**src/rtl/core/ltwe_pkg.sv**
```systemverilog
// Package: constants, types and tables of the LED twinkle effect engine.
package ltwe_pkg;

    localparam int unsigned LedTotalDefault    = 32;
    localparam int unsigned PaletteSizeDefault = 9;
    localparam logic [15:0] SeedDefault        = 16'd44257;
    localparam logic [15:0] LfsrTaps           = 16'hB400;
    localparam logic [7:0]  DefaultMax         = 8'd30;
    localparam logic [7:0]  ModeLimit          = 8'd4;
    localparam logic [7:0]  SpeedLimit         = 8'd8;

    localparam logic [7:0] CMD_RESET = 8'd0;
    localparam logic [7:0] CMD_MODE  = 8'd1;
    localparam logic [7:0] CMD_SPEED = 8'd2;
    localparam logic [7:0] CMD_COLOR = 8'd3;
    localparam logic [7:0] CMD_MAX   = 8'd4;

    localparam logic [2:0] MODE_IDLE  = 3'd0;
    localparam logic [2:0] MODE_TWINK = 3'd1;
    localparam logic [2:0] MODE_CYCLE = 3'd2;
    localparam logic [2:0] MODE_FILL  = 3'd3;
    localparam logic [2:0] MODE_BLANK = 3'd4;

    typedef logic [23:0] t_pixel;   // {lightness, saturation, hue}

    function automatic logic [10:0] rate_of(input logic [3:0] level);
        logic [10:0] r;
        begin
            case (level)
                4'd0:    r = 11'd10;
                4'd1:    r = 11'd15;
                4'd2:    r = 11'd30;
                4'd3:    r = 11'd50;
                4'd4:    r = 11'd100;
                4'd5:    r = 11'd200;
                4'd6:    r = 11'd500;
                4'd7:    r = 11'd1000;
                default: r = 11'd2000;
            endcase
            return r;
        end
    endfunction

    function automatic logic [15:0] lfsr_step(input logic [15:0] v);
        return v[0] ? ((v >> 1) ^ LfsrTaps) : (v >> 1);
    endfunction

endpackage

```
**src/rtl/core/ltwe_ram.sv**
```systemverilog
// Generic single-port-write, registered-read RAM.
module ltwe_ram #(
    parameter int unsigned WIDTH = 8,
    parameter int unsigned DEPTH = 32
) (
    input  logic                     i_clk,
    input  logic                     i_we,
    input  logic [$clog2(DEPTH)-1:0] i_waddr,
    input  logic [WIDTH-1:0]         i_wdata,
    input  logic [$clog2(DEPTH)-1:0] i_raddr,
    output logic [WIDTH-1:0]         o_rdata
);
    logic [WIDTH-1:0] r_mem [DEPTH];

    always_ff @(posedge i_clk) begin
        if (i_we) begin
            r_mem[i_waddr] <= i_wdata;
        end
        o_rdata <= r_mem[i_raddr];
    end
endmodule

```
**src/rtl/core/ltwe_lfsr_mod.sv**
```systemverilog
// Sequential LFSR remainder unit: v mod m, one quotient bit per cycle.
module ltwe_lfsr_mod (
    input  logic        i_clk,
    input  logic        i_rst_n,
    input  logic        i_start,
    input  logic [15:0] i_value,
    input  logic [7:0]  i_modulus,
    output logic        o_done,
    output logic [7:0]  o_rem
);
    import ltwe_pkg::*;

    logic [15:0] r_num;
    logic [8:0]  r_rem;
    logic [7:0]  r_mod;
    logic [4:0]  r_cnt;
    logic        r_busy;
    logic [8:0]  w_sh;

    assign w_sh   = {r_rem[7:0], r_num[15]};
    assign o_rem  = r_rem[7:0];
    assign o_done = r_busy && (r_cnt == 5'd16);

    always_ff @(posedge i_clk) begin
        if (!i_rst_n) begin
            r_busy <= 1'b0;
            r_cnt  <= '0;
        end else if (i_start) begin
            r_busy <= 1'b1;
            r_cnt  <= '0;
            r_num  <= i_value;
            r_mod  <= i_modulus;
            r_rem  <= '0;
        end else if (r_busy) begin
            if (r_cnt == 5'd16) begin
                r_busy <= 1'b0;
            end else begin
                r_cnt <= r_cnt + 5'd1;
                r_num <= r_num << 1;
                if (r_mod == 8'd0) begin
                    r_rem <= '0;
                end else if (w_sh >= {1'b0, r_mod}) begin
                    r_rem <= w_sh - {1'b0, r_mod};
                end else begin
                    r_rem <= w_sh;
                end
            end
        end
    end
endmodule

```
**src/rtl/core/led_twinkle_effect_engine.sv**
```systemverilog
// Top level of the LED twinkle effect engine.
// A frame tick reads each LED's state from RAM, updates it and emits one pixel
// item per LED, going through the read, calc and output states for each LED;
// the output state holds while the output is not taken. A command is handled in
// the idle state, but a reseed runs a 16-step remainder unit per LED.
// No clearing pass: per-LED valid bits make unwritten entries read as zero.
module led_twinkle_effect_engine #(
    parameter int unsigned LED_TOTAL    = ltwe_pkg::LedTotalDefault,
    parameter int unsigned PALETTE_SIZE = ltwe_pkg::PaletteSizeDefault
) (
    input  logic        i_clk,
    input  logic        i_rst_n,
    input  logic        i_cfg_we,
    input  logic [15:0] i_cfg_wdata,
    input  logic        s_axis_tvalid,
    output logic        s_axis_tready,
    input  logic [23:0] s_axis_tdata,   // command_code, first_argument, second_argument
    input  logic        s_axis_tuser,   // operation
    output logic        m_axis_tvalid,
    input  logic        m_axis_tready,
    output logic [47:0] m_axis_tdata,   // led_index, hue_out, saturation_out,
                                        // lightness_out, frame_rate, zero fill
    output logic        m_axis_tlast    // last
);
    import ltwe_pkg::*;

    localparam int unsigned AW = (LED_TOTAL > 1) ? $clog2(LED_TOTAL) : 1;
    localparam int unsigned PW = $clog2(PALETTE_SIZE);
    localparam logic [6:0]  RepaintLimit = 7'(2 * LED_TOTAL);

    typedef enum logic [5:0] {
        S_IDLE  = 6'b000001,
        S_READ  = 6'b000010,
        S_CALC  = 6'b000100,
        S_OUT   = 6'b001000,
        S_SEED  = 6'b010000,
        S_SWAIT = 6'b100000
    } t_state;

    t_state r_state;
    logic [15:0] r_lfsr;
    logic [7:0]  r_pal_h [PALETTE_SIZE];
    logic [7:0]  r_pal_s [PALETTE_SIZE];
    logic [PW-1:0] r_ptr;
    logic [2:0]  r_mode;
    logic [7:0]  r_max;
    logic [3:0]  r_speed;
    logic [6:0]  r_rep;
    logic [AW-1:0] r_idx;
    logic [LED_TOTAL-1:0] r_valid;
    logic [2:0]  r_fmode;
    logic [PW-1:0] r_fptr;
    logic [AW:0] r_sidx;

    logic        w_we;
    logic [AW-1:0] w_waddr;
    t_pixel      w_wpix, w_rpix, w_pix;
    logic        w_wrise, w_rrise, w_rise;
    logic        w_mstart, w_mdone;
    logic [7:0]  w_mrem;
    logic [15:0] w_lnext;
    logic        r_sstart;

    logic [7:0]  w_ch, w_cs, w_cl;
    logic        w_cr;
    logic [23:0] w_tdata;
    t_pixel      r_opix;

    ltwe_ram #(.WIDTH(24), .DEPTH(LED_TOTAL)) u_pix (
        .i_clk(i_clk), .i_we(w_we), .i_waddr(w_waddr), .i_wdata(w_wpix),
        .i_raddr(r_idx), .o_rdata(w_rpix));
    ltwe_ram #(.WIDTH(1), .DEPTH(LED_TOTAL)) u_dir (
        .i_clk(i_clk), .i_we(w_we), .i_waddr(w_waddr), .i_wdata(w_wrise),
        .i_raddr(r_idx), .o_rdata(w_rrise));
    ltwe_lfsr_mod u_mod (
        .i_clk(i_clk), .i_rst_n(i_rst_n), .i_start(w_mstart), .i_value(r_lfsr),
        .i_modulus(r_max), .o_done(w_mdone), .o_rem(w_mrem));

    assign w_tdata = s_axis_tdata;
    assign w_lnext = lfsr_step(r_lfsr);
    assign w_mstart = r_sstart;
    assign w_pix  = r_valid[r_idx] ? w_rpix : '0;
    assign w_rise = r_valid[r_idx] ? w_rrise : 1'b0;

    always_comb begin
        w_ch = w_pix[7:0];
        w_cs = w_pix[15:8];
        w_cl = w_pix[23:16];
        w_cr = w_rise;
        if (r_fmode == MODE_FILL) begin
            w_ch = r_pal_h[r_fptr];
            w_cs = r_pal_s[r_fptr];
            w_cl = r_max;
        end else if (r_fmode == MODE_BLANK) begin
            w_ch = '0;
            w_cs = '0;
            w_cl = '0;
        end else if (!w_rise) begin
            if (w_pix[23:16] == 8'd0) begin
                w_ch = r_pal_h[r_fptr];
                w_cs = r_pal_s[r_fptr];
                w_cl = 8'd1;
                w_cr = 1'b1;
            end else begin
                w_cl = w_pix[23:16] - 8'd1;
            end
        end else if (w_pix[23:16] >= r_max) begin
            w_cl = w_pix[23:16] - 8'd1;
            w_cr = 1'b0;
        end else begin
            w_cl = w_pix[23:16] + 8'd1;
        end
    end

    always_comb begin
        w_we    = 1'b0;
        w_waddr = r_idx;
        w_wpix  = {w_cl, w_cs, w_ch};
        w_wrise = w_cr;
        if (r_state == S_CALC) begin
            w_we = 1'b1;
        end else if (r_state == S_SWAIT && w_mdone) begin
            w_we    = 1'b1;
            w_waddr = r_sidx[AW-1:0];
            w_wpix  = {w_mrem, w_pix[15:0]};
            w_wrise = w_rise;
        end
    end

    assign s_axis_tready = (r_state == S_IDLE);
    assign m_axis_tvalid = (r_state == S_OUT);
    assign m_axis_tdata  = {7'd0, rate_of(r_speed), r_opix[23:16], r_opix[15:8],
                            r_opix[7:0], 6'(r_idx)};
    assign m_axis_tlast  = (r_idx == AW'(LED_TOTAL - 1));

    function automatic logic [PW-1:0] ptr_inc(input logic [PW-1:0] p);
        return (p == PW'(PALETTE_SIZE - 1)) ? '0 : p + PW'(1);
    endfunction

    always_ff @(posedge i_clk) begin
        if (!i_rst_n) begin
            r_state  <= S_IDLE;
            r_lfsr   <= SeedDefault;
            r_ptr    <= PW'(PALETTE_SIZE - 1);
            r_mode   <= MODE_CYCLE;
            r_max    <= DefaultMax;
            r_speed  <= '0;
            r_rep    <= '0;
            r_idx    <= '0;
            r_valid  <= '0;
            r_sstart <= 1'b0;
            r_sidx   <= '0;
            for (int i = 0; i < PALETTE_SIZE; i++) begin
                r_pal_h[i] <= (i == PALETTE_SIZE - 1) ? 8'd0 : 8'(32 * i);
                r_pal_s[i] <= (i == PALETTE_SIZE - 1) ? 8'd0 : 8'd255;
            end
        end else begin
            r_sstart <= 1'b0;
            if (i_cfg_we) begin
                r_lfsr <= i_cfg_wdata;
            end
            if (w_we) begin
                r_valid[w_waddr] <= 1'b1;
            end
            case (r_state)
                S_IDLE: begin
                    if (s_axis_tvalid) begin
                        if (!s_axis_tuser) begin
                            r_fmode <= r_mode;
                            r_fptr  <= r_ptr;
                            r_idx   <= '0;
                            if (r_mode == MODE_BLANK) begin
                                r_mode <= MODE_IDLE;
                            end
                            if (r_mode >= MODE_TWINK && r_mode <= MODE_BLANK) begin
                                r_state <= S_READ;
                            end
                        end else begin
                            case (w_tdata[7:0])
                                CMD_RESET: begin
                                    for (int i = 0; i < PALETTE_SIZE; i++) begin
                                        r_pal_h[i] <= (i == PALETTE_SIZE - 1) ?
                                                      8'd0 : 8'(32 * i);
                                        r_pal_s[i] <= (i == PALETTE_SIZE - 1) ?
                                                      8'd0 : 8'd255;
                                    end
                                    r_ptr   <= PW'(PALETTE_SIZE - 1);
                                    r_mode  <= MODE_CYCLE;
                                    r_max   <= DefaultMax;
                                    r_speed <= '0;
                                    r_state <= S_SEED;
                                    r_sidx  <= '0;
                                end
                                CMD_MODE: begin
                                    if (w_tdata[15:8] <= ModeLimit) begin
                                        r_mode <= w_tdata[10:8];
                                        if (w_tdata[10:8] == MODE_TWINK ||
                                            w_tdata[10:8] == MODE_CYCLE) begin
                                            r_state <= S_SEED;
                                        end
                                    end else if (r_mode == MODE_TWINK ||
                                                 r_mode == MODE_CYCLE) begin
                                        r_state <= S_SEED;
                                    end
                                    r_sidx <= '0;
                                end
                                CMD_SPEED: begin
                                    if (w_tdata[15:8] <= SpeedLimit) begin
                                        r_speed <= w_tdata[11:8];
                                    end
                                end
                                CMD_COLOR: begin
                                    r_ptr <= ptr_inc(r_ptr);
                                    r_pal_h[ptr_inc(r_ptr)] <= w_tdata[15:8];
                                    r_pal_s[ptr_inc(r_ptr)] <= w_tdata[23:16];
                                end
                                CMD_MAX: begin
                                    r_max  <= w_tdata[15:8];
                                    r_sidx <= '0;
                                    if (r_mode == MODE_TWINK || r_mode == MODE_CYCLE) begin
                                        r_state <= S_SEED;
                                    end
                                end
                                default: ;
                            endcase
                        end
                    end
                end
                S_READ: r_state <= S_CALC;
                S_CALC: begin
                    r_opix  <= {w_cl, w_cs, w_ch};
                    r_state <= S_OUT;
                    if ((r_fmode == MODE_TWINK || r_fmode == MODE_CYCLE) && !w_rise &&
                        w_pix[23:16] == 8'd0) begin
                        r_rep <= r_rep + 7'd1;
                    end
                end
                S_OUT: begin
                    if (m_axis_tready) begin
                        if (r_idx == AW'(LED_TOTAL - 1)) begin
                            r_state <= S_IDLE;
                            if ((r_fmode == MODE_TWINK || r_fmode == MODE_CYCLE) &&
                                r_rep >= RepaintLimit) begin
                                r_rep <= '0;
                                if (r_fmode == MODE_CYCLE) begin
                                    r_ptr <= ptr_inc(r_ptr);
                                end
                            end
                        end else begin
                            r_idx   <= r_idx + AW'(1);
                            r_state <= S_READ;
                        end
                    end
                end
                S_SEED: begin
                    r_idx    <= r_sidx[AW-1:0];
                    r_lfsr   <= w_lnext;
                    r_sstart <= 1'b1;
                    r_state  <= S_SWAIT;
                end
                S_SWAIT: begin
                    if (w_mdone) begin
                        if (r_sidx == (AW+1)'(LED_TOTAL - 1)) begin
                            r_state <= S_IDLE;
                        end else begin
                            r_sidx  <= r_sidx + (AW+1)'(1);
                            r_state <= S_SEED;
                        end
                    end
                end
                default: r_state <= S_IDLE;
            endcase
        end
    end

    assert property (@(posedge i_clk) disable iff (!i_rst_n)
        (r_state == S_OUT && !m_axis_tready) |=> (r_state == S_OUT && $stable(r_opix)))
        else $error("pixel changed while stalled");
    assert property (@(posedge i_clk) disable iff (!i_rst_n)
        w_we |-> (r_state == S_CALC || r_state == S_SWAIT))
        else $error("pixel RAM written outside update");
    assert property (@(posedge i_clk) disable iff (!i_rst_n)
        s_axis_tready |-> !m_axis_tvalid)
        else $error("input taken during frame output");
endmodule

```
**config.mk**
```make
export PLATFORM = sky130hd
export DESIGN_NAME = led_twinkle_effect_engine
export DESIGN_NICKNAME = d
export VERILOG_FILES = /design/src/rtl/core/ltwe_pkg.sv /design/src/rtl/core/ltwe_ram.sv /design/src/rtl/core/ltwe_lfsr_mod.sv /design/src/rtl/core/led_twinkle_effect_engine.sv
export SDC_FILE = /design/constraint.sdc
export NUM_CORES = 1
export LEC_CHECK = 0
export BUFFER_PORTS_ARGS = -buffer_cell sky130_fd_sc_hd__buf_2
export CAP_MARGIN = 20
export CORE_AREA = 4 4 387 389
export DETAILED_ROUTE_END_ITERATION = 16
export DIE_AREA = 0 0 391 393
export PLACE_DENSITY = 0.47
export SYNTH_ARGS = -nofsm -noshare
export SYNTH_HDL_FRONTEND = slang
export SYNTH_HIERARCHICAL = 1
export SYNTH_SLANG_ARGS = --single-unit
```
**constraint.sdc**
```tcl
create_clock -name i_clk -period 4.79 [get_ports i_clk]
set_input_delay 0.479 -clock i_clk [delete_from_list [all_inputs] [get_ports i_clk]]
set_output_delay 0.479 -clock i_clk [all_outputs]
set_load 0.1 [all_outputs]
```
==> tab_implementation.tex, run 1 <==
\begin{tabular}{lr}
\hline
Metric & Value \\
\hline
\multicolumn{2}{l}{\textbf{Floorplan}} \\
Count of pins on the block boundary & 97 \\
Die Footprint & 154000 um\^{}2 \\
Num rows & 141 \\
Initial Util & 35.7\% \\
Die Y-Extent & 393 um \\
Area inside the core boundary & 147000 um\^{}2 \\
Die Span X & 391 um \\
\multicolumn{2}{l}{\textbf{Clocking}} \\
Clock input transition at the sequential cells of the worst setup and hold paths & 0.06 ns \\
CTS root buffer & sky130\_fd\_sc\_hd\_\_clkbuf\_16 \\
Number of buffers between clock root and the deepest sink & 3 \\
Resized cells post-CTS & 0 \\
Count of H-tree levels built during CTS & 4 \\
Number of post-CTS setup repair buffers & 0 \\
Hold-fix buffers, CTS & 0 \\
Clock latency on the worst-skew pair & 0.75 ns \\
Clock tree from TritonCTS & yes \\
Clock sinks & 1256 \\
Num CTS Buffers & 140 \\
\multicolumn{2}{l}{\textbf{Power and ir drop}} \\
Fraction of power spent switching nets & 26.9\% \\
Max rail drop VDD & 375 uV \\
Sequential fraction of design power & 46.5\% \\
Internal Dissipation & 19.7 mW \\
Switching pwr & 7.26 mW \\
Share of total power in the clock network & 39.0\% \\
Part of the total power dissipated in combinational logic & 14.5\% \\
Tot Pwr & 27.0 mW \\
Static leakage & 18.9 nW \\
Power per unit of standard cell area & 448 nW/um\^{}2 \\
\multicolumn{2}{l}{\textbf{Timing}} \\
Fin crit share & 89.7\% \\
Slew margin rel. & 25.1\% \\
Setup TNS & 0 ns \\
Final setup violation count & 0 \\
Min setup slack post-route & 0.492 ns \\
Layout Skew & 0.0207 ns \\
Max-slew violation total from the final report & 0 \\
Number of failing hold endpoints at the final stage & 0 \\
Fmax achieved & 0.233 GHz \\
Fin crit period & 4.30 ns \\
Least-Margin Pin Slew & 1.12 ns \\
Unrepaired setup endpoints after global routing & false \\
\multicolumn{2}{l}{\textbf{Routing}} \\
Sum of routed wire length over all layers & 135 mm \\
Met2 wire length & 64.6 mm \\
Met3 wire length & 5.04 mm \\
Remaining antenna violation count & 0 \\
Mean number of vias per cell & 5.22 \\
Via total after detailed routing & 29300 \\
DRT met1 WL & 63.2 mm \\
Top routing layer in use & met4 \\
Average wire length per cell after detail routing & 24.1 um \\
DRC violation count after routing & 0 \\
Detailed-routing iteration count for the pre-antenna-repair pass & 5 \\
Starting DRT DRC Count & 2371 \\
\multicolumn{2}{l}{\textbf{Synth}} \\
Total of warnings raised by yosys & 6 \\
Fraction of synthesis flops using an asynchronous set or reset pin & 0\% \\
Register area share after synthesis & 69.5\% \\
Post-synthesis cell count & 3416 \\
Syn Area/Cell & 15.3 um\^{}2 \\
Most used flip-flop cell after synthesis & sky130\_fd\_sc\_hd\_\_edfxtp\_1 \\
Cell types with the largest area share after synthesis & sky130\_fd\_sc\_hd\_\_edfxtp\_1, sky130\_fd\_sc\_hd\_\_mux2i\_1, sky130\_fd\_sc\_hd\_\_dfxtp\_1, sky130\_fd\_sc\_hd\_\_mux4\_2, sky130\_fd\_sc\_hd\_\_a21oi\_1 \\
Post-synth top area share & 64.2\% \\
Area of the mapped netlist & 52300 um\^{}2 \\
Post-synth top area cell & sky130\_fd\_sc\_hd\_\_edfxtp\_1 \\
Register bit count reported by yosys & 1256 \\
Count of different cell masters after synthesis & 91 \\
Count of flip-flops with a built-in enable after synthesis & 1119 \\
\multicolumn{2}{l}{\textbf{Global routing}} \\
GRT Overall Usage & 17.5\% \\
Leftover overflow at the end of global routing & 0 \\
Global-route wire length before repair & 200 mm \\
Number of global-route vias before repair & 29500 \\
Maximum number of pins on one net before global-route repair & 114 \\
Initial antenna violation count & 2 \\
\multicolumn{2}{l}{\textbf{Final layout}} \\
Commonest cells after routing, fill and taps aside & sky130\_fd\_sc\_hd\_\_edfxtp\_1, sky130\_fd\_sc\_hd\_\_mux2i\_1, sky130\_fd\_sc\_hd\_\_nand2\_1, sky130\_fd\_sc\_hd\_\_nor2\_1 \\
Layout Cells excl Fill & 5622 \\
Number of nets in the finished design & 3659 \\
Layout-stage area growth over the synthesis result & 14.9\% \\
Most common cell after layout, fill and taps aside & sky130\_fd\_sc\_hd\_\_edfxtp\_1 \\
Fraction of final layout cells sized beyond drive strength 1 & 16.8\% \\
Number of fill cells in the layout & 13400 \\
\multicolumn{2}{l}{\textbf{Placed design}} \\
Pre-CTS setup slack & 0.331 ns \\
Placed wire-length estimate after detailed placement & 79.9 mm \\
Total of buffers placed on input and output ports & 88 \\
RD Place Congestion & 0.771 \\
Placed Instances & 5361 \\
\multicolumn{2}{l}{\textbf{Setup path}} \\
Kind of critical path & reg2reg \\
Worst r2r dst & u\_pix/r\_mem[5][22] \\
Critical path fanouts, max & 32 \\
Capturing element type of the critical path & flip-flop \\
CP Data Required Time & 5.18 ns \\
Logic depth of the worst register-to-register path & 16 \\
Worst R2R Start & r\_idx[1] \\
Critical path startpoint category & flip-flop \\
Setup slack of the most critical reg-to-reg path & 0.49 ns \\
Arrival @ worst endpoint & 4.69 ns \\
\multicolumn{2}{l}{\textbf{Outcome}} \\
Status & complete, no violations \\
\multicolumn{2}{l}{\textbf{Worst hold path}} \\
Hold path startpoint & i\_cfg\_wdata[10] \\
Number of instances on the worst hold path & 3 \\
Classification of the worst-slack hold path & in2reg \\
Capture endpoint of the worst hold path & r\_lfsr[10] \\
\multicolumn{2}{l}{\textbf{Job}} \\
Maxcap violations & 0 \\
\hline
\end{tabular}
flip-flops by register name, indices dropped and copies added (netlist names), 8 cells and up, named ones only:
name,cells
r_lfsr,16
r_max,8
r_opix,24
r_pal_h,128
r_pal_s,128
r_valid,32
u_dir/r_mem,32
u_mod/r_mod,8
u_mod/r_num,16
u_mod/r_rem,8
u_pix/o_rdata,24
u_pix/r_mem,768
per-layer routing:
layer	track usage (%)	vias up
li1	-	13500
met1	24.5	15000
met2	28.8	587
met3	2.65	161
met4	4.32	0
met5	0	-
kinds of logic after synthesis:
kind of cell / synth area share, %
buf+inv: 2.53
xor+xnor: 0.435
other cells: 0.00717
mux: 12.5
compound gates: 6.30
simple gates: 7.94
flops: 69.5
fa+ha+maj: 0.803
through the flow:
stage	util, %	instance area [um^2]	hold WS, ns
final	41.0	60100	0.0727
after global routing	40.9	60100	0.0434
after CTS	40.9	60000	0.0150
after detailed placement	37.8	55500	0.451
after global placement	37.8	55500	0.444
after floorplan	-	52400	0.430
cells in the mapped netlist (47+ instances only):
library cell and number:
sky130_fd_sc_hd__clkbuf_1 94, sky130_fd_sc_hd__a22oi_1 81, sky130_fd_sc_hd__nor3_1 52, sky130_fd_sc_hd__a21oi_1 149, sky130_fd_sc_hd__dfxtp_1 137, sky130_fd_sc_hd__mux4_2 80, sky130_fd_sc_hd__inv_1 47, sky130_fd_sc_hd__nand2_1 177
sky130_fd_sc_hd__mux2i_1 438, sky130_fd_sc_hd__or3_1 85, sky130_fd_sc_hd__a22o_1 49, sky130_fd_sc_hd__nor2_1 189, sky130_fd_sc_hd__and2_1 76, sky130_fd_sc_hd__nand3_1 108, sky130_fd_sc_hd__edfxtp_1 1119
critical path, stage by stage (launching register included):
cell,delay (ns)
sky130_fd_sc_hd__dfxtp_4,0.60
sky130_fd_sc_hd__mux2i_1,0.30
sky130_fd_sc_hd__nand3_1,0.10
sky130_fd_sc_hd__nand3_1,0.13
sky130_fd_sc_hd__nand4_1,0.14
sky130_fd_sc_hd__buf_4,0.20
sky130_fd_sc_hd__nand2_1,0.13
sky130_fd_sc_hd__inv_1,0.08
sky130_fd_sc_hd__ha_1,0.27
sky130_fd_sc_hd__nand2_1,0.04
sky130_fd_sc_hd__o21ai_1,0.34
sky130_fd_sc_hd__a21oi_1,0.16
sky130_fd_sc_hd__buf_4,0.19
sky130_fd_sc_hd__o32ai_1,0.26
sky130_fd_sc_hd__o21ai_0,0.15
sky130_fd_sc_hd__a32o_1,0.31
sky130_fd_sc_hd__mux2_2,0.50
cell type report:
| type | count | area [um^2] | share of cell area [%] |
|---|---|---|---|
| sequential | 1256 | 36400 | 60.5 |
| antenna | 2 | 5.00 | 0.00833 |
| inverter | 49 | 185 | 0.308 |
| timing repair buffer | 220 | 1680 | 2.80 |
| clock inverter | 54 | 485 | 0.808 |
| clock buffer | 198 | 4020 | 6.69 |
| tap | 1930 | 2410 | 4.02 |
| multi-input combinational | 1913 | 15000 | 24.9 |
worst max path at each step:
stage / from / to / slack (ns) / depth (start not counted)
finish: r_idx[1] / u_pix/r_mem[5][22] / 0.49 / 16
global route: r_idx[1] / u_pix/r_mem[4][22] / 0.22 / 16
CTS: r_idx[1] / u_pix/r_mem[4][22] / 0.30 / 16
detailed placement: r_idx[1] / u_pix/r_mem[4][22] / 0.33 / 16
floorplan: r_idx[2] / u_pix/r_mem[0][22] / 0.05 / 16
global placement: r_idx[1] / u_pix/r_mem[2][22] / 0.43 / 15
power groups by stage:
stage	Combinational (mW)	Clock, mW	Sequential (mW)
floorplan	2.16	0	12.7
global placement	3.89	0	12.8
detailed placement	3.87	0	12.8
CTS	3.89	10.8	12.5
global route	4.19	11.3	12.6
finish	3.91	10.5	12.5
(Power assumes the default switching activity.)
==> inputs of run 2 (changes only) <==
--- a/config.mk
+++ b/config.mk
@@ -10,7 +10,7 @@
 export CORE_AREA = 4 4 387 389
 export DETAILED_ROUTE_END_ITERATION = 16
 export DIE_AREA = 0 0 391 393
-export PLACE_DENSITY = 0.47
+export PLACE_DENSITY = 0.49
 export SYNTH_ARGS = -nofsm -noshare
 export SYNTH_HDL_FRONTEND = slang
 export SYNTH_HIERARCHICAL = 1
==> constraint.sdc (replaced) <==
create_clock -name i_clk -period 3.7 [get_ports i_clk]
set_input_delay 0.37 -clock i_clk [delete_from_list [all_inputs] [get_ports i_clk]]
set_output_delay 0.37 -clock i_clk [all_outputs]
set_load 0.1 [all_outputs]
==> tab_implementation.tex, run 2 (synthesis gave the netlist of run 1 again) <==
\begin{tabular}{lr}
\hline
Metric & Value \\
\hline
\multicolumn{2}{l}{\textbf{Setup path}} \\
CP max-delay cell & sky130\_fd\_sc\_hd\_\_dfxtp\_4 \\
Capturing element type of the critical path & flip-flop \\
Logic depth of the worst register-to-register path & 17 (+1) \\
CP Data Required Time & 4.17 ns (-1.01 ns) \\
Setup slack of the most critical reg-to-reg path & -0.21 ns (-0.70 ns) \\
Critical path startpoint category & flip-flop \\
List of cells traversed by the critical path & buf\_12 -> mux2i\_2 -> a22oi\_1 -> nand3\_1 -> nand4\_1 -> buf\_6 -> and2\_4 -> ha\_4 -> a21oi\_2 -> o211ai\_1 -> buf\_4 -> a2111oi\_1 -> a31oi\_1 -> xor2\_1 -> a21o\_1 -> o21ai\_4 -> mux2\_4 \\
Worst r2r dst & u\_pix/r\_mem[5][21] \\
Critical path buffers and inverters & 3 (unchanged) \\
Slowest stage delay, CP & 0.39 ns (-0.21 ns) \\
Worst R2R Start & r\_idx[1] \\
Critical path fanouts, max & 8 (-75\%) \\
Kind of critical path & reg2reg \\
Top Family by Delay on Critical Path & compound AO/OA/AOI/OAI gates \\
Arrival @ worst endpoint & 4.38 ns (-0.31 ns) \\
\multicolumn{2}{l}{\textbf{Global routing}} \\
Leftover overflow at the end of global routing & 0 (unchanged) \\
Number of global-route vias before repair & 29600 (+0.21\%) \\
Initial antenna violation count & 0 (-2) \\
Maximum number of pins on one net before global-route repair & 125 (+9.6\%) \\
GRT Overall Usage & 17.2\% (-0.35 points) \\
Global-route wire length before repair & 197 mm (-1.6\%) \\
\multicolumn{2}{l}{\textbf{Routing}} \\
Average wire length per cell after detail routing & 23.4 um (-2.7\%) \\
Via total after detailed routing & 29700 (+1.3\%) \\
Sum of routed wire length over all layers & 134 mm (-0.83\%) \\
Starting DRT DRC Count & 2104 (-11\%) \\
Remaining antenna violation count & 0 (unchanged) \\
DRC violation count after routing & 0 (unchanged) \\
Detailed-routing iteration count for the pre-antenna-repair pass & 6 (+1) \\
Mean number of vias per cell & 5.19 (-0.61\%) \\
\multicolumn{2}{l}{\textbf{Final layout}} \\
Biggest register & u\_pix/r\_mem \\
Layout-stage area growth over the synthesis result & 18.1\% \\
Most common cell after layout, fill and taps aside & sky130\_fd\_sc\_hd\_\_edfxtp\_1 \\
Commonest cells after routing, fill and taps aside & sky130\_fd\_sc\_hd\_\_edfxtp\_1, sky130\_fd\_sc\_hd\_\_mux2i\_1, sky130\_fd\_sc\_hd\_\_nand2\_1, sky130\_fd\_sc\_hd\_\_nor2\_1, sky130\_fd\_sc\_hd\_\_a21oi\_1 \\
Fraction of final layout cells sized beyond drive strength 1 & 19.8\% (+3.0 points) \\
Largest registers & u\_pix/r\_mem x768, r\_pal\_h x128, r\_pal\_s x128 \\
Number of nets in the finished design & 3768 (+3.0\%) \\
Utilization after layout & 42.1\% (+1.1 points) \\
Flip-flop count of the largest register, all copies and words added & 768 (unchanged) \\
Ant diodes & 0 (-2) \\
\multicolumn{2}{l}{\textbf{Timing}} \\
Unrepaired setup endpoints after global routing & true \\
Number of failing hold endpoints at the final stage & 0 (unchanged) \\
Layout Skew & 0.0228 ns (+0.00209 ns) \\
Max-slew violation total from the final report & 0 (unchanged) \\
Slew margin rel. & 26.3\% (+1.2 points) \\
Fin crit period & 3.91 ns (-0.388 ns) \\
Fmax achieved & 0.256 GHz (+9.9\%) \\
Min setup slack post-route & -0.210 ns (-0.702 ns) \\
Final setup violation count & 315 (+315) \\
Least-Margin Pin Slew & 1.11 ns (-0.0187 ns) \\
Fin crit share & 106\% (+16 points) \\
Setup TNS & -25.85 ns (-25.85 ns) \\
\multicolumn{2}{l}{\textbf{Clocking}} \\
Clock latency on the worst-skew pair & 0.76 ns (about the same) \\
Clock input transition at the sequential cells of the worst setup and hold paths & 0.06 ns (about the same) \\
Num CTS Buffers & 137 (-2.1\%) \\
Count of H-tree levels built during CTS & 4 (unchanged) \\
Clock tree from TritonCTS & yes \\
Number of buffers between clock root and the deepest sink & 3 (unchanged) \\
Clock sinks & 1256 (unchanged) \\
CTS root buffer & sky130\_fd\_sc\_hd\_\_clkbuf\_16 \\
\multicolumn{2}{l}{\textbf{Floorplan}} \\
Die Y-Extent & 393 um (unchanged) \\
Count of pins on the block boundary & 97 (unchanged) \\
Initial Util & 35.7\% (unchanged) \\
Area inside the core boundary & 147000 um\^{}2 (unchanged) \\
Die Footprint & 154000 um\^{}2 (unchanged) \\
Num rows & 141 (unchanged) \\
Die Span X & 391 um (unchanged) \\
\multicolumn{2}{l}{\textbf{Worst hold path}} \\
Number of instances on the worst hold path & 1 (-2) \\
Classification of the worst-slack hold path & in2reg \\
Capture endpoint of the worst hold path & r\_pal\_h[14][4] \\
Hold path startpoint & s\_axis\_tdata[12] \\
\multicolumn{2}{l}{\textbf{Power and ir drop}} \\
Max rail drop VDD & 471 uV (+25\%) \\
Power per unit of standard cell area & 563 nW/um\^{}2 (+26\%) \\
Static leakage & 19.6 nW (+3.9\%) \\
\multicolumn{2}{l}{\textbf{Outcome}} \\
Failing checks & setup timing \\
Status & finished with violations \\
\multicolumn{2}{l}{\textbf{Placed design}} \\
RD Place Congestion & 0.812 (+5.3\%) \\
Total of buffers placed on input and output ports & 88 (unchanged) \\
Placed wire-length estimate after detailed placement & 79.0 mm (-1.2\%) \\
Pre-CTS setup slack & -0.199 ns (-0.530 ns) \\
\multicolumn{2}{l}{\textbf{Job}} \\
Maxcap violations & 0 (unchanged) \\
\hline
\end{tabular}
==> run 2: changes by cell type in the layout (fill, tap and decap cells not counted), moves of 9 or more <==
| cell | previous run | this run |
|---|---|---|
| sky130_fd_sc_hd__clkinv_2 | 17 | 28 |
| sky130_fd_sc_hd__buf_12 | 15 | 53 |
| sky130_fd_sc_hd__mux2_4 | 1 | 21 |
| sky130_fd_sc_hd__dlygate4sd3_1 | 0 | 30 |
| sky130_fd_sc_hd__clkbuf_1 | 38 | 26 |
| sky130_fd_sc_hd__a32o_1 | 32 | 21 |
| sky130_fd_sc_hd__buf_4 | 109 | 140 |
| sky130_fd_sc_hd__clkbuf_16 | 149 | 140 |
==> run 2: how the worst max path moves through the flow <==
stage | start | to | slack [ns] | cells past startpoint
3_5_place_dp | r_idx[1] | u_pix/r_mem[2][20] | -0.20 | 17
6_report | r_idx[1] | u_pix/r_mem[5][21] | -0.21 | 17
4_1_cts | r_idx[1] | u_pix/r_mem[21][19] | -0.11 | 16
2_1_floorplan | r_state[3] | u_pix/r_mem[10][0] | -0.41 | 7
3_3_place_gp | r_idx[1] | u_pix/r_mem[5][21] | -0.19 | 16
5_1_grt | r_idx[1] | u_pix/r_mem[15][20] | -0.35 | 20
==> run 2: per-layer routing <==
layer | part of all wire, % | vias to the layer above | track usage (%)
li1 | - | 13800 | -
met2 | 49 | 612 | 28.9
met3 | 4.0 | 166 | 2.45
met4 | 1.8 | 0 | 4.31
met5 | 0 | - | 0
met1 | 45 | 15100 | 23.5
==> run 2: where the power goes <==
part | internal [mW] | switching (mW)
registers | 15.9 | 0.255
clock network | 7.64 | 5.67
logic | 1.71 | 3.61
==> run 2: per-stage QoR <==
stage / hold WS, ns / power (mW) / cell area (um^2) / instances
after CTS: 0.0181 / 35.0 / 61300 / 5713
after floorplan: 0.430 / 19.3 / 52500 / 3423
after detailed placement: 0.454 / 21.5 / 56400 / 5424
after global placement: 0.446 / 21.6 / 56400 / 5424
final: 0.0783 / 34.8 / 61800 / 5728
after global routing: 0.0528 / 36.1 / 61800 / 5728
==> run 2: repair_timing <==
item | 4_1_cts | 5_1_grt
hold buffers | 30 | 0
setup buffers | 2 | 5
pin swaps | 5 | 11
gates cloned | 9 | 8
hold endpoints to repair | 93 | 0
setup endpoints to repair | 424 | 673
gates resized for setup | 20 | 51
==> run 2: layout make-up <==
cell class,count,area (um^2)
flip-flops and latches,1256,36400
well taps,1930,2410
repair buffers,317,2930
inverters,49,185
fillers,13400,85000
multi-input cells,1928,15500
clock buffers,171,3660
clock inverters,77,704
==> run 2: worst register-to-register path, stage by stage (launching register included) <==
cell and delay, ns:
sky130_fd_sc_hd__dfxtp_4 0.39, sky130_fd_sc_hd__buf_12 0.15, sky130_fd_sc_hd__mux2i_2 0.23, sky130_fd_sc_hd__a22oi_1 0.12, sky130_fd_sc_hd__nand3_1 0.11, sky130_fd_sc_hd__nand4_1 0.19
sky130_fd_sc_hd__buf_6 0.20, sky130_fd_sc_hd__and2_4 0.16, sky130_fd_sc_hd__ha_4 0.23, sky130_fd_sc_hd__a21oi_2 0.13, sky130_fd_sc_hd__o211ai_1 0.21, sky130_fd_sc_hd__buf_4 0.22
sky130_fd_sc_hd__a2111oi_1 0.37, sky130_fd_sc_hd__a31oi_1 0.09, sky130_fd_sc_hd__xor2_1 0.16, sky130_fd_sc_hd__a21o_1 0.17, sky130_fd_sc_hd__o21ai_4 0.12, sky130_fd_sc_hd__mux2_4 0.37
